### src/rtl/lrc_pkg.sv
// Package for the line reversing Caesar cipher.
// Holds widths, character constants, register indexes and the substitution function.
// No dependencies.
`default_nettype none
package lrc_pkg;

    localparam int LRC_LINE_CAPACITY = 63;
    localparam int CHAR_W = 8;
    localparam int KEY_W = 5;
    localparam int CFG_IDX_W = 1;
    localparam int CFG_DATA_W = 5;

    localparam logic [CFG_IDX_W-1:0] CFG_IDX_KEY = 1'b0;
    localparam logic [CFG_IDX_W-1:0] CFG_IDX_MODE = 1'b1;

    localparam logic [KEY_W-1:0] KEY_RESET = 5'd3;

    localparam logic [CHAR_W-1:0] CHAR_NL = 8'd10;
    localparam logic [CHAR_W-1:0] CHAR_SPACE = 8'd32;
    localparam logic [CHAR_W-1:0] CHAR_DOT = 8'd46;
    localparam logic [CHAR_W-1:0] CHAR_STAR = 8'd42;
    localparam logic [CHAR_W-1:0] CHAR_UNDER = 8'd95;
    localparam logic [CHAR_W-1:0] CHAR_A = 8'd97;
    localparam logic [CHAR_W-1:0] CHAR_Z = 8'd122;
    localparam logic [CHAR_W-1:0] ALPHA_LEN = 8'd26;

    function automatic logic [CHAR_W-1:0] subst(input logic [CHAR_W-1:0] c,
                                                input logic [KEY_W-1:0] k,
                                                input logic decrypt);
        logic [CHAR_W:0] c_wide;
        logic [CHAR_W:0] k_wide;
        logic [CHAR_W-1:0] result;
        c_wide = {1'b0, c};
        k_wide = (CHAR_W + 1)'(k);
        if (!decrypt) begin
            if (c == CHAR_SPACE) begin
                result = CHAR_UNDER;
            end else if (c == CHAR_DOT) begin
                result = CHAR_STAR;
            end else if (c_wide < k_wide + {1'b0, CHAR_A}) begin
                result = c - CHAR_W'(k) + ALPHA_LEN;
            end else begin
                result = c - CHAR_W'(k);
            end
        end else begin
            if (c == CHAR_UNDER) begin
                result = CHAR_SPACE;
            end else if (c == CHAR_STAR) begin
                result = CHAR_DOT;
            end else if (c_wide + k_wide > {1'b0, CHAR_Z}) begin
                result = c + CHAR_W'(k) - ALPHA_LEN;
            end else begin
                result = c + CHAR_W'(k);
            end
        end
        return result;
    endfunction

endpackage
`default_nettype wire

### src/rtl/lrc_in_if.sv
// Input channel interface: one message byte and its end of message mark.
// Depends on lrc_pkg.
`default_nettype none
interface lrc_in_if;
    logic valid;
    logic ready;
    logic [lrc_pkg::CHAR_W-1:0] char_in;
    logic end_of_message;

    modport source (output valid, output char_in, output end_of_message, input ready);
    modport sink (input valid, input char_in, input end_of_message, output ready);
endinterface
`default_nettype wire

### src/rtl/lrc_out_if.sv
// Output channel interface: one substituted byte with its last and truncated flags.
// Depends on lrc_pkg.
`default_nettype none
interface lrc_out_if;
    logic valid;
    logic ready;
    logic [lrc_pkg::CHAR_W-1:0] char_out;
    logic last;
    logic truncated;

    modport source (output valid, output char_out, output last, output truncated, input ready);
    modport sink (input valid, input char_out, input last, input truncated, output ready);
endinterface
`default_nettype wire

### src/rtl/line_reverse_caesar_cipher.sv
// Top level of the line reversing Caesar cipher.
// Depends on lrc_pkg, lrc_in_if, lrc_out_if and lrc_ram.
//
// Usage: bytes arrive as transactions on in_ch and are written into the line RAM.
// A newline, or a byte marked end_of_message, flushes the line: its bytes come out
// on out_ch in reverse order, substituted with the current key and mode, followed
// by the newline when the flushing byte is one. The final transaction of a flush
// carries last, and every transaction of it carries truncated if the line lost
// bytes beyond the buffer capacity.
// A flush issues one RAM read at a time, only when none is pending and the output
// register is free or being taken. in_ch is ready again once the last read of a
// flush is issued, or once its newline enters the output register; receiver
// stalls delay this. The first result is read from the RAM and then loaded into
// the output register; an empty line loads its newline directly. On a receiver
// stall the output register holds its transaction and no further read is issued.
// Reset clears the line count, the overflow flag and the output register, and
// restores key 3 and encrypt mode; the RAM is not cleared. Configuration writes
// on cfg_we, cfg_index and cfg_data take effect at once; the user must make them
// only while no line is held or being flushed, as the block does not enforce it.
`default_nettype none
module line_reverse_caesar_cipher #(
    parameter int LINE_CAPACITY = lrc_pkg::LRC_LINE_CAPACITY
) (
    input wire logic clk,
    input wire logic rst_n,
    lrc_in_if.sink in_ch,
    lrc_out_if.source out_ch,
    input wire logic cfg_we,
    input wire logic [lrc_pkg::CFG_IDX_W-1:0] cfg_index,
    input wire logic [lrc_pkg::CFG_DATA_W-1:0] cfg_data
);
    import lrc_pkg::*;

    localparam int CNT_W = $clog2(LINE_CAPACITY + 1);
    localparam int ADDR_W = (LINE_CAPACITY > 1) ? $clog2(LINE_CAPACITY) : 1;

    typedef enum logic [1:0] {S_IN, S_READ, S_NL} state_t;

    state_t state_reg, state_next;
    logic [CNT_W-1:0] cnt_reg, cnt_next;
    logic ovf_reg, ovf_next;
    logic [ADDR_W-1:0] rd_idx_reg, rd_idx_next;
    logic nl_pend_reg, nl_pend_next;
    logic trunc_hold_reg, trunc_hold_next;
    logic rd_pend_reg, rd_pend_next;
    logic rd_last_reg, rd_last_next;
    logic out_valid_reg, out_valid_next;
    logic [CHAR_W-1:0] out_char_reg, out_char_next;
    logic out_last_reg, out_last_next;
    logic out_trunc_reg, out_trunc_next;
    logic [KEY_W-1:0] key_reg, key_next;
    logic mode_reg, mode_next;

    logic in_acc;
    logic is_nl;
    logic room;
    logic store;
    logic flush;
    logic out_free;
    logic issue;
    logic nl_load;
    logic [CNT_W-1:0] new_cnt;
    logic [CHAR_W-1:0] rdata;

    assign in_ch.ready = (state_reg == S_IN);
    assign in_acc = in_ch.valid && in_ch.ready;
    assign is_nl = (in_ch.char_in == CHAR_NL);
    assign room = (cnt_reg < CNT_W'(LINE_CAPACITY));
    assign store = in_acc && !is_nl && room;
    assign flush = is_nl || in_ch.end_of_message;
    assign new_cnt = cnt_reg + CNT_W'(store);
    assign out_free = !out_valid_reg || out_ch.ready;
    assign issue = (state_reg == S_READ) && !rd_pend_reg && out_free;
    assign nl_load = (state_reg == S_NL) && !rd_pend_reg && out_free;

    lrc_ram #(
        .WIDTH(CHAR_W),
        .DEPTH(LINE_CAPACITY)
    ) u_line_ram (
        .clk(clk),
        .we(store),
        .waddr(cnt_reg[ADDR_W-1:0]),
        .wdata(in_ch.char_in),
        .re(issue),
        .raddr(rd_idx_reg),
        .rdata(rdata)
    );

    always_comb
    begin
        state_next = state_reg;
        cnt_next = cnt_reg;
        ovf_next = ovf_reg;
        rd_idx_next = rd_idx_reg;
        nl_pend_next = nl_pend_reg;
        trunc_hold_next = trunc_hold_reg;
        rd_pend_next = 1'b0;
        rd_last_next = rd_last_reg;
        out_valid_next = out_valid_reg && !out_ch.ready;
        out_char_next = out_char_reg;
        out_last_next = out_last_reg;
        out_trunc_next = out_trunc_reg;
        key_next = key_reg;
        mode_next = mode_reg;

        if (cfg_we)
        begin
            case (cfg_index)
                CFG_IDX_KEY: key_next = cfg_data[KEY_W-1:0];
                CFG_IDX_MODE: mode_next = cfg_data[0];
                default: ;
            endcase
        end

        if (in_acc)
        begin
            if (!flush)
            begin
                cnt_next = new_cnt;
                ovf_next = ovf_reg || !room;
            end
            else
            begin
                cnt_next = '0;
                ovf_next = 1'b0;
                trunc_hold_next = ovf_reg || (!is_nl && !room);
                nl_pend_next = is_nl;
                rd_idx_next = ADDR_W'(new_cnt - CNT_W'(1));
                if (new_cnt != '0)
                begin
                    state_next = S_READ;
                end
                else if (is_nl)
                begin
                    state_next = S_NL;
                end
            end
        end

        if (issue)
        begin
            rd_pend_next = 1'b1;
            rd_last_next = (rd_idx_reg == '0) && !nl_pend_reg;
            if (rd_idx_reg == '0)
            begin
                state_next = nl_pend_reg ? S_NL : S_IN;
            end
            else
            begin
                rd_idx_next = rd_idx_reg - ADDR_W'(1);
            end
        end

        if (rd_pend_reg)
        begin
            out_valid_next = 1'b1;
            out_char_next = subst(rdata, key_reg, mode_reg);
            out_last_next = rd_last_reg;
            out_trunc_next = trunc_hold_reg;
        end
        else if (nl_load)
        begin
            out_valid_next = 1'b1;
            out_char_next = CHAR_NL;
            out_last_next = 1'b1;
            out_trunc_next = trunc_hold_reg;
            state_next = S_IN;
        end
    end

    always_ff @(posedge clk or negedge rst_n)
    begin
        if (!rst_n)
        begin
            state_reg <= S_IN;
            cnt_reg <= '0;
            ovf_reg <= 1'b0;
            rd_idx_reg <= '0;
            nl_pend_reg <= 1'b0;
            trunc_hold_reg <= 1'b0;
            rd_pend_reg <= 1'b0;
            rd_last_reg <= 1'b0;
            out_valid_reg <= 1'b0;
            out_char_reg <= '0;
            out_last_reg <= 1'b0;
            out_trunc_reg <= 1'b0;
            key_reg <= KEY_RESET;
            mode_reg <= 1'b0;
        end
        else
        begin
            state_reg <= state_next;
            cnt_reg <= cnt_next;
            ovf_reg <= ovf_next;
            rd_idx_reg <= rd_idx_next;
            nl_pend_reg <= nl_pend_next;
            trunc_hold_reg <= trunc_hold_next;
            rd_pend_reg <= rd_pend_next;
            rd_last_reg <= rd_last_next;
            out_valid_reg <= out_valid_next;
            out_char_reg <= out_char_next;
            out_last_reg <= out_last_next;
            out_trunc_reg <= out_trunc_next;
            key_reg <= key_next;
            mode_reg <= mode_next;
        end
    end

    assign out_ch.valid = out_valid_reg;
    assign out_ch.char_out = out_char_reg;
    assign out_ch.last = out_last_reg;
    assign out_ch.truncated = out_trunc_reg;

`ifndef SYNTH
    a_pend_slot_free: assert property (@(posedge clk) disable iff (!rst_n)
        rd_pend_reg |-> !out_valid_reg)
        else $error("read data arrived while the output register was occupied");

    a_count_bound: assert property (@(posedge clk) disable iff (!rst_n)
        cnt_reg <= CNT_W'(LINE_CAPACITY))
        else $error("line count exceeds the buffer capacity");

    a_plain_byte_stays: assert property (@(posedge clk) disable iff (!rst_n)
        (in_acc && !flush) |=> (state_reg == S_IN && rd_pend_reg == 1'b0))
        else $error("an ordinary byte started a flush");

    a_flush_clears: assert property (@(posedge clk) disable iff (!rst_n)
        (in_acc && flush) |=> (cnt_reg == '0 && !ovf_reg))
        else $error("line state not cleared after a flush");
`endif

endmodule
`default_nettype wire

### src/rtl/lrc_ram.sv
// Generic single write port, single read port RAM with registered read data.
// No dependencies.
`default_nettype none
module lrc_ram #(
    parameter int WIDTH = 8,
    parameter int DEPTH = 63,
    localparam int ADDR_W = (DEPTH > 1) ? $clog2(DEPTH) : 1
) (
    input wire logic clk,
    input wire logic we,
    input wire logic [ADDR_W-1:0] waddr,
    input wire logic [WIDTH-1:0] wdata,
    input wire logic re,
    input wire logic [ADDR_W-1:0] raddr,
    output logic [WIDTH-1:0] rdata
);

    logic [WIDTH-1:0] mem [DEPTH];

    always_ff @(posedge clk)
    begin
        if (we)
        begin
            mem[waddr] <= wdata;
        end
        if (re)
        begin
            rdata <= mem[raddr];
        end
    end

endmodule
`default_nettype wire
### src/flat_wrapper.sv
// flat-port wrapper written by rule: the top's interface ports become plain ports
module line_reverse_caesar_cipher_flat import lrc_pkg::*;
#(
    parameter int LINE_CAPACITY = lrc_pkg::LRC_LINE_CAPACITY
)
  (clk, rst_n, cfg_we, cfg_index, cfg_data, in_ch_valid, in_ch_char_in, in_ch_end_of_message, in_ch_ready, out_ch_valid, out_ch_char_out, out_ch_last, out_ch_truncated, out_ch_ready);
  lrc_in_if in_ch_i ();
  lrc_out_if out_ch_i ();
  input wire logic clk;
  input wire logic rst_n;
  input wire logic cfg_we;
  input wire logic [lrc_pkg::CFG_IDX_W-1:0] cfg_index;
  input wire logic [lrc_pkg::CFG_DATA_W-1:0] cfg_data;
  input wire logic [$bits(in_ch_i.valid)-1:0] in_ch_valid;
  input wire logic [$bits(in_ch_i.char_in)-1:0] in_ch_char_in;
  input wire logic [$bits(in_ch_i.end_of_message)-1:0] in_ch_end_of_message;
  output wire logic [$bits(in_ch_i.ready)-1:0] in_ch_ready;
  output wire logic [$bits(out_ch_i.valid)-1:0] out_ch_valid;
  output wire logic [$bits(out_ch_i.char_out)-1:0] out_ch_char_out;
  output wire logic [$bits(out_ch_i.last)-1:0] out_ch_last;
  output wire logic [$bits(out_ch_i.truncated)-1:0] out_ch_truncated;
  input wire logic [$bits(out_ch_i.ready)-1:0] out_ch_ready;
  assign in_ch_i.valid = in_ch_valid;
  assign in_ch_i.char_in = in_ch_char_in;
  assign in_ch_i.end_of_message = in_ch_end_of_message;
  assign in_ch_ready = in_ch_i.ready;
  assign out_ch_valid = out_ch_i.valid;
  assign out_ch_char_out = out_ch_i.char_out;
  assign out_ch_last = out_ch_i.last;
  assign out_ch_truncated = out_ch_i.truncated;
  assign out_ch_i.ready = out_ch_ready;
  line_reverse_caesar_cipher #(.LINE_CAPACITY(LINE_CAPACITY)) u_core (.clk(clk), .rst_n(rst_n), .in_ch(in_ch_i), .out_ch(out_ch_i), .cfg_we(cfg_we), .cfg_index(cfg_index), .cfg_data(cfg_data));
endmodule
### config.mk
export PLATFORM = sky130hd
export DESIGN_NAME = line_reverse_caesar_cipher_flat
export DESIGN_NICKNAME = d
export VERILOG_FILES = /design/src/rtl/lrc_pkg.sv /design/src/rtl/lrc_in_if.sv /design/src/rtl/lrc_out_if.sv /design/src/rtl/line_reverse_caesar_cipher.sv /design/src/rtl/lrc_ram.sv /design/src/flat_wrapper.sv
export SDC_FILE = /design/constraint.sdc
export NUM_CORES = 1
export LEC_CHECK = 0
export BUFFER_PORTS_ARGS = -buffer_cell sky130_fd_sc_hd__buf_2
export CAP_MARGIN = 20
export CORE_MARGIN = 2
export CORE_UTILIZATION = 55
export CTS_CLUSTER_DIAMETER = 200
export CTS_CLUSTER_SIZE = 30
export DETAILED_ROUTE_END_ITERATION = 7
export PLACE_DENSITY = 0.77
export SYNTH_ARGS = -nofsm -noshare
export SYNTH_HDL_FRONTEND = slang
export SYNTH_HIERARCHICAL = 1
export SYNTH_SLANG_ARGS = --single-unit
### constraint.sdc
create_clock -name clk -period 9.7 [get_ports clk]
set_input_delay 0.485 -clock clk [delete_from_list [all_inputs] [get_ports clk]]
set_output_delay 0.485 -clock clk [all_outputs]
set_load 0.1 [all_outputs]
* Word level (Yosys, flattened, before mapping)
Memory sizes are Yosys's and may differ from the RTL's. A register that Yosys moved wholly into a read port is not among the register bits.
Index checks and enable logic that the tools add are counted.
** Storage, ports and cells
- Output and inout port bits :: 12
- Memories kept :: 1
- Flip-flop bits (word level) :: 36
- Input bits :: 20
- RAM bits :: 504
- Word-level logic and storage cells :: 95
** Cells by class
- Reductions and logical operators :: 27
- Order comparisons :: 3
- Bitwise gates (word level) :: 1
- Equal/unequal tests :: 7
- Add/sub/neg operators :: 9
- Mux-type cells :: 33
** Memory list
- u_core.u_line_ram.mem :: words 63, bits a word 8, rd ports 1, clocked after Yosys merged registers in 1, wr ports 1, RTL line lrc_ram.sv:18 : logic [WIDTH-1:0] mem [DEPTH];
** Operators by type and width (count)
- 2-to-1 mux 8 bit :: 9
- 2-to-1 mux 6 bit :: 5
- equality test 8 x 6 -> 1 bit, second input constant :: 3
- 2-to-1 mux 2 bit :: 9
- subtractor 6 x 1 -> 6 bit, second input constant :: 2
- logical AND 1 bit :: 10
- 2-to-1 mux 1 bit :: 10
- adder 8 x 5 -> 9 bit :: 1
- > comparator 9 x 7 -> 1 bit, second input constant :: 1
- less-than comparator 8 x 9 -> 1 bit :: 1
- adder 5 x 7 -> 8 bit, second input constant :: 1
- adder 8 x 5 -> 8 bit :: 1
- adder 8 x 5 -> 8 bit, second input constant :: 1
- equality test 8 x 4 -> 1 bit, second input constant :: 1
- equality test 8 x 7 -> 1 bit, second input constant :: 1
- subtractor 8 x 5 -> 8 bit :: 1
- subtractor 8 x 5 -> 8 bit, second input constant :: 1
- adder 6 x 1 -> 6 bit :: 1
- zero test 1 bit :: 6
- zero test 6 bit :: 1
- less-than comparator 6 bit, second input constant :: 1
- AND reduction 2 bit :: 3
- nonzero test 6 bit :: 1
- logical OR 1 bit :: 4
- other kinds (5) :: 5

* Logic depth before layout (Yosys ltp)
Gate-level depths: netlist of the first run.
- Depth after elaboration :: 13
- Mapped depth :: 13
- Mapped depth without buffers :: 12

* Modules after synthesis
The synthesis of the first run kept the hierarchy.
** By module, submodules not included
- lrc_ram :: area an instance 19886.6 um^2, seq. area each 15374.7 um^2, instances 1, cells an instance 949
- line_reverse_caesar_cipher :: area an instance 3095.5 um^2, seq. area each 903.4 um^2, instances 1, cells an instance 377

* Worst setup path after synthesis of the first run
Ideal clock, no wire load.
- Path type :: register -> register
- Start point :: reg u_core.state_reg[1]
- End point :: mem u_core.u_line_ram.mem[32][0] (enable)
- Cell stages (with the launch flop) :: 7
- Path buffers :: 0
- Data arrival time :: 3826 ps
- Required time :: 9317 ps
- Path slack :: 5490 ps
- Clock period less this slack :: 4210 ps
- Library setup time :: 383 ps
- Cells stage by stage :: dfrtp_1 nor2_1 nand2_1 nor3_1 nor4bb_1 nand2b_1 nor3_1
** Between the ends
- Longest elaborated chain between the ends :: 6
** Ends and longest elaborated chain
- start: declaration :: RTL line line_reverse_caesar_cipher.sv:39 : state_t state_reg, state_next;
- start signal: assignment :: RTL line line_reverse_caesar_cipher.sv:192 : state_reg <= state_next;
- zero test 2 bit :: RTL line line_reverse_caesar_cipher.sv:65 : assign in_ch.ready = (state_reg == S_IN);
- net in_ch_ready :: RTL line flat_wrapper.sv:17 : output wire logic [$bits(in_ch_i.ready)-1:0] in_ch_ready;
- logical AND 1 bit :: RTL line line_reverse_caesar_cipher.sv:66 : assign in_acc = in_ch.valid && in_ch.ready;
- logical AND 1 bit (2 in series) :: RTL line line_reverse_caesar_cipher.sv:69 : assign store = in_acc && !is_nl && room;
- net u_core.store :: RTL line line_reverse_caesar_cipher.sv:57 : logic store;
- 2-to-1 mux 1 bit :: RTL line lrc_ram.sv:22 : if (we)
- 2-to-1 mux 1 bit (not written as such) :: RTL line lrc_ram.sv:24 : mem[waddr] <= wdata;
- end: declaration :: RTL line lrc_ram.sv:18
The timed path passes the listed nets, and every way through them passes these cells.

* Worst setup path in the final report of the first run
- Start point :: reg u_core.cnt_reg[2]
- End point :: mem u_core.u_line_ram.mem[31][1] (enable)
** Between the ends
- Longest elaborated chain between the ends :: 4
** Ends and longest elaborated chain
- start: declaration :: RTL line line_reverse_caesar_cipher.sv:40 : logic [CNT_W-1:0] cnt_reg, cnt_next;
- start signal: assignment :: RTL line line_reverse_caesar_cipher.sv:193 : cnt_reg <= cnt_next;
- less-than comparator 6 bit :: RTL line line_reverse_caesar_cipher.sv:68 : assign room = (cnt_reg < CNT_W'(LINE_CAPACITY));
- logical AND 1 bit :: RTL line line_reverse_caesar_cipher.sv:69
- net u_core.store :: RTL line line_reverse_caesar_cipher.sv:57
- 2-to-1 mux 1 bit :: RTL line lrc_ram.sv:22
- 2-to-1 mux 1 bit (not written as such) :: RTL line lrc_ram.sv:24
The timed path passes the listed nets, and every way through them passes these cells.

==> impl_metrics.py, run 1 <==
metrics = {
    "grt": {
        "grt_pass1_vias": 12078,
        "grt_start_max_net_pins": 96,
        "grt_usage": 0.223,
        "grt_first_pass_wirelength_um": 73300,
        "gr-total-overflow": 0,
        "antenna_found_initial": 0,
    },
    "power_and_ir_drop": {
        "cellPowerDensity_mw_per_mm2": 251,
        "pwr-share-comb": 0.351,
        "pwr-share-seq": 0.468,
        "internal-power_uw": 4010,
        "p_leak_uw": 0.00779,
        "power.switching_uw": 2080,
        "power.total_uw": 6080,
        "power.share.switching": 0.341,
        "power_frac_clock": 0.180,
        "irDropWorstVdd_v": 0.000225,
    },
    "floorplan": {
        "die_area_mm2": 0.0434,
        "initial_core_util": 0.560,
        "boundaryPins": 32,
        "die_h_um": 208,
        "dieWidth_um": 208,
        "core_mm2": 0.0410,
        "fp-row-count": 74,
    },
    "final_layout": {
        "drive_gt1_frac": 0.161,
        "areaGrowthSynthToFinish_pct": 5.60,
        "largest_register_ffs": 504,
        "fillers": 2922,
        "top_register": "u_core/u_line_ram/mem",
        "nNetsFinal": 1386,
        "num_antenna_cells": 0,
    },
    "routing": {
        "dr.pass1.iters": 5,
        "wl_met3_um": 3980,
        "num_vias": 12272,
        "wl_per_cell_um": 25.8,
        "drc": 0,
        "top_layer": "met4",
        "drtIter0Drc": 1518,
        "drt-total-wl_um": 48300,
        "antenna_left": 0,
        "via_per_inst": 6.54,
        "met1_length_um": 18900,
        "met2WireLength_um": 23600,
    },
    "yosys": {
        "netlist_instances": 1326,
        "synth_top_cell_area_share": 0.669,
        "seq_area_frac_synth": 0.708,
        "synth_area_leader_cell": "edfxtp_1",
        "syn-num-nets": 1375,
        "ys_types": 71,
        "netlist_top_cells_area": "edfxtp_1 (67%), mux4_2 (11%), dfrtp_1 (3.7%)",
        "async_flop_share": 0.0657,
        "synth_seq_cells": 548,
        "synth_most_common_cell": "edfxtp_1",
        "synth_edf_count": 512,
        "avgSynthCellArea_um2": 17.3,
        "ys.flop_type": "edfxtp_1",
        "synth.yosys.warnings": 6,
        "synthTopCellsByCount": "edfxtp_1 (512), mux4_2 (115), nor2_1 (106)",
        "synth_area_mm2": 0.0230,
    },
    "worst_setup_path": {
        "worstSetupEndpointType": "flop",
        "cp_slowest_cell": "nor2_1",
        "cp-start-kind": "flop",
        "crit_type": "reg2reg",
        "path_delay_family": "simple AND/OR/NAND/NOR gates",
        "crit_cells": 5,
        "cp_max_fo": 21,
        "worst-endpoint-required_ns": 9.89,
        "critical-path-max-stage-delay_ns": 0.87,
        "worstPathArrival_ns": 4.07,
        "worstPathCellList": "nand4_1 -> nor2_1 -> nor3_1 -> nand4_1 -> nor2_1",
        "crit_buf_inv": 0,
        "ff2ff_path_depth": 5,
    },
    "place": {
        "io_buffer_count": 31,
        "dp_hpwl_um": 30900,
        "place_congestion": 0.913,
    },
    "clock_tree": {
        "clkSlewWorstSetupHoldPaths_ns": 0.12,
        "tritoncts": "built",
        "ctsHoldBuffers": 0,
        "clockBufferDepth": 3,
        "cts_max_level": 1,
        "cts.root.buffer_cell": "clkbuf_16",
        "cts_made_buffers": 22,
        "postCtsSetupBuffers": 0,
        "cts_resized": 0,
        "numClockSinks": 548,
        "clk-insertion-delay-late_ns": 0.57,
    },
    "timing": {
        "finalCritPeriodShare": 0.401,
        "setup_tns_ns": 0,
        "period_minus_slack_ns": 3.89,
        "fmax_mhz": 257,
        "worstMarginPinSlew_ns": 1.06,
        "slew_headroom": 0.288,
        "rsz0062_at_grt": "no",
        "fin_skew_ns": 0.0242,
        "slew_viol_final": 0,
        "hold_viol_final": 0,
        "setup_violations": 0,
    },
    "status": {
        "status": "completed",
    },
    "run": {
        "maxCapViolCount": 0,
    },
    "worst_hold_path": {
        "min_path_type": "in2async",
    },
}
-- placed cells by master, fill, tap and decap left out, drive strengths merged, types with 5 or more instances in the layout --
master and instances:
nand4 8, nand2b 10, a221oi 8, o211ai 8
or3 6, ha 27, nor3 26, a22oi 16
o22ai 9, o21ai 42, mux2i 31, nand3 24
a211oi 6, nor2b 14, nand2 67, a21oi 28
mux4 115, nor2 107, o221a 5, a22o 11
xor2 15, inv 23, clkbuf 30, edfxtp 512
o311ai 6, nand3b 7, and2 7, buf 52
a21o 5, and3 7, mux2 8, a31oi 10
dfrtp 34, xnor2 18
-- area by class of cell --
class | instances | area (µm²) | area share
Inverter | 23 | 86.3 | 0.00356
Timing Repair Buffer | 53 | 330 | 0.0136
Tap cell | 532 | 666 | 0.0274
Sequential cell | 548 | 16300 | 0.671
Multi-Input combinational cell | 689 | 6270 | 0.259
Clock inverter | 2 | 46.3 | 0.00191
Clock buffer | 29 | 577 | 0.0238
-- metrics by stage --
stage / hold slack, ns / utilization / instance area, µm² / setup WS, ns / std cells
CTS: 0.0346 / 0.591 / 24300 / 5.89 / 1874
floorplan: 0.189 / - / 23000 / 5.49 / 1326
finish: 0.0212 / 0.592 / 24300 / 5.81 / 1876
global placement: 0.450 / 0.576 / 23600 / 5.50 / 1843
global route: 0.0778 / 0.592 / 24300 / 5.65 / 1876
detailed placement: 0.460 / 0.576 / 23600 / 5.33 / 1843
-- cells by family (layout without fill, tap and decap cells) --
kind of cell / Yosys count / count (layout) / synth area share
xor gates and xnor gates: 33 / 33 / 0.0126
AOI/OAI and AO/OA: 176 / 176 / 0.0531
muxes: 154 / 154 / 0.130
DFF: 548 / 548 / 0.708
buffers and inverters: 89 / 107 / 0.0187
and+or+nand+nor: 297 / 297 / 0.0608
adders and majority gates: 29 / 29 / 0.0164
-- metal layers --
| layer | track usage | vias to the layer above |
|---|---|---|
| li1 | - | 5279 |
| met1 | 0.311 | 6281 |
| met2 | 0.366 | 605 |
| met3 | 0.0290 | 107 |
| met4 | 0.0781 | 0 |
| met5 | 0 | - |
-- power groups by stage --
stage | registers [µW] | logic (µW) | clock network, µW
global route | 2870 | 2290 | 1180
detailed placement | 2900 | 2120 | 0
global placement | 2900 | 2080 | 0
CTS | 2850 | 2130 | 1120
floorplan | 2900 | 1620 | 0
finish | 2850 | 2140 | 1100
-- path summary, 6_finish.rpt --
kind	slack, ns	startpoint	to
min reg2reg	0.48	u_core/out_ch.char_out[2]$_DFFE_PN0P_	u_core/out_ch.char_out[2]$_DFFE_PN0P_
min in group clk	0.12	cfg_data[1]	u_core/key_reg[1]$_DFFE_PN1P_
max in group asynchronous	9.05	rst_n	u_core/rd_idx_reg[0]$_DFF_PN0_
max reg2reg	5.81	u_core/cnt_reg[2]$_DFFE_PN0N_	u_core/u_line_ram/mem[31][1]$_DFFE_PP_
max	5.81	u_core/cnt_reg[2]$_DFFE_PN0N_	u_core/u_line_ram/mem[31][1]$_DFFE_PP_
min	0.02	rst_n	u_core/out_ch.char_out[7]$_DFFE_PN0P_
No activity file was read; power rests on OpenSTA's default activity.
==> inputs of run 2 (changes only) <==
--- a/config.mk
+++ b/config.mk
@@ -12,7 +12,7 @@
 export CTS_CLUSTER_DIAMETER = 200
 export CTS_CLUSTER_SIZE = 30
 export DETAILED_ROUTE_END_ITERATION = 7
-export PLACE_DENSITY = 0.77
+export PLACE_DENSITY = 0.8
 export SYNTH_ARGS = -nofsm -noshare
 export SYNTH_HDL_FRONTEND = slang
 export SYNTH_HIERARCHICAL = 1
==> constraint.sdc (replaced) <==
create_clock -name clk -period 3.4 [get_ports clk]
set_input_delay 0.17 -clock clk [delete_from_list [all_inputs] [get_ports clk]]
set_output_delay 0.17 -clock clk [all_outputs]
set_load 0.1 [all_outputs]
==> run 2 against run 1 <==
Net effect: critical path depth grew 5; largest power group unchanged; cell count grew 2.7%; clock power grew to 2.9 times the previous value; worst setup slack lost 5.7 ns; sequential share of layout area shrank 1.2 points; global-route usage grew 0.59 points; register-to-register slack lost 5.7 ns; via count grew 1.1%.
==> impl_metrics.py, run 2 (synthesized netlist as in run 1, its figures left out) <==
metrics = {
    "power_and_ir_drop": {
        "cellPowerDensity_mw_per_mm2": 721,
        "p_leak_uw": 0.00801,
        "power.total_uw": 17800,
        "irDropWorstVdd_v": 0.000518,
    },
    "place": {
        "dp_hpwl_um": 31500,
        "io_buffer_count": 31,
        "place_congestion": 0.887,
        "place_area_mm2": 0.0239,
        "dp_cells": 1875,
    },
    "timing": {
        "worstMarginPinSlew_ns": 0.867,
        "fin_skew_ns": 0.0294,
        "setup_tns_ns": 0,
        "period_minus_slack_ns": 3.27,
        "slew_viol_final": 0,
        "finalCritPeriodShare": 0.962,
        "fmax_mhz": 306,
        "setup_violations": 0,
        "slew_headroom": 0.420,
        "hold_viol_final": 0,
        "rsz0062_at_grt": "no",
    },
    "clock_tree": {
        "cts_made_buffers": 22,
        "tritoncts": "built",
        "clockBufferDepth": 3,
        "clkSlewWorstSetupHoldPaths_ns": 0.11,
        "clk-insertion-delay-late_ns": 0.57,
        "cts.root.buffer_cell": "clkbuf_16",
        "numClockSinks": 548,
        "cts_max_level": 1,
    },
    "worst_setup_path": {
        "worst-endpoint-required_ns": 3.88,
        "worstPathArrival_ns": 3.75,
        "worstSetupEndpointType": "flop",
        "crit_type": "reg2reg",
        "cp_max_fo": 4,
        "cp-start-kind": "flop",
    },
    "floorplan": {
        "core_mm2": 0.0410,
        "initial_core_util": 0.560,
        "die_area_mm2": 0.0434,
        "boundaryPins": 32,
        "dieWidth_um": 208,
        "die_h_um": 208,
        "fp-row-count": 74,
    },
    "grt": {
        "antenna_found_initial": 1,
        "grt_usage": 0.229,
        "grt_pass1_vias": 12311,
        "grt_first_pass_wirelength_um": 74800,
        "gr-total-overflow": 0,
        "grt_start_max_net_pins": 64,
    },
    "final_layout": {
        "nNetsFinal": 1426,
        "areaGrowthSynthToFinish_pct": 7.53,
        "finish.utilization": 0.602,
        "top_register": "u_core/u_line_ram/mem",
        "fin_cells": 1926,
        "multi_input_area_mm2": 0.00628,
        "drive_gt1_frac": 0.179,
        "fillers": 2868,
        "final_area_mm2": 0.0247,
        "seq_area_mm2": 0.0163,
        "largest_register_ffs": 504,
        "final_cell_mix": "edfxtp_1 (512), mux4_2 (115), nor2_1 (105)",
        "final_common_cell": "edfxtp_1",
    },
    "routing": {
        "met2WireLength_um": 24500,
        "via_per_inst": 6.44,
        "drt-total-wl_um": 49500,
        "drtIter0Drc": 1430,
        "num_vias": 12406,
        "wl_met3_um": 4290,
        "drc": 0,
        "met1_length_um": 19200,
        "top_layer": "met4",
        "dr.pass1.iters": 5,
        "antenna_left": 0,
        "wl_per_cell_um": 25.7,
    },
    "status": {
        "status": "completed",
    },
    "run": {
        "maxCapViolCount": 0,
    },
    "worst_hold_path": {
        "min_path_type": "in2reg",
    },
}
## run 2: cell count changes in the layout (fill, tap and decap cells not counted), sizes merged
cell	previous run	this run
buf	52	84
clkbuf	30	39
clkinv	2	1
diode	0	1
dlygate4sd3	0	9
## run 2: stage by stage
stage          setup slack, ns  hold WS [ns]
6_report                 0.128        0.0348
5_1_grt                0.00231        0.0911
4_1_cts                  0.107        0.0195
3_5_place_dp             0.143         0.334
3_3_place_gp             0.185         0.324
2_1_floorplan            0.139        -0.126
## run 2: layer usage
layer,vias up,global-route usage
met4,0,0.0697
met5,-,0
li1,5374,-
met2,631,0.388
met1,6307,0.316
met3,94,0.0267
## run 2: repair_timing
item | 4_1_cts | 5_1_grt
gates resized for setup | 0 | 1
hold buffers | 9 | 0
endpoints found under the setup margin | 0 | 2
buffers inserted | 0 | 1
hold endpoints to repair | 42 | 0
## run 2: critical path, stage by stage (launching register included)
cell and delay, ns:
edfxtp_1 0.46, ha_2 0.23, fa_1 0.40, nor2b_1 0.16, o31a_1 0.29, xnor2_1 0.19
or3_4 0.40, o41a_1 0.47, nor3_1 0.23, xor2_1 0.09, a311oi_1 0.26
## run 2: layout make-up
class / count / area share
diodes: 1 / 0.000101
clock buffers: 39 / 0.0257
clock inverters: 1 / 0.00122
inverters: 23 / 0.00349
multi-input cells: 689 / 0.254
flip-flops and latches: 548 / 0.659
well taps: 532 / 0.0269
repair buffers: 93 / 0.0291
## run 2: worst paths after layout
check,slack [ns],end,depth (start not counted),from
hold / removal,0.03,u_core/key_reg[4]$_DFFE_PN0P_,4,cfg_index
max in group asynchronous,2.52,u_core/rd_idx_reg[2]$_DFF_PN0_,2,rst_n
setup / recovery,0.13,u_core/out_ch.char_out[4]$_DFFE_PN0P_,10,u_core/u_line_ram/rdata[0]$_DFFE_PP_
hold reg to reg,0.49,u_core/trunc_hold_reg$_DFFE_PN0P_,2,u_core/trunc_hold_reg$_DFFE_PN0P_
min in group asynchronous,0.22,u_core/ovf_reg$_DFFE_PN0N_,2,rst_n
setup reg to reg,0.13,u_core/out_ch.char_out[4]$_DFFE_PN0P_,10,u_core/u_line_ram/rdata[0]$_DFFE_PP_
## run 2: report_power, final
part / total [µW] / switching [µW] / internal (µW) / leakage [µW]
Clock: 3230 / 1920 / 1310 / 0.000314
Combinational: 6550 / 3710 / 2850 / 0.00266
Sequential: 8040 / 428 / 7610 / 0.00504
Total: 17800 / 6060 / 11800 / 0.00801
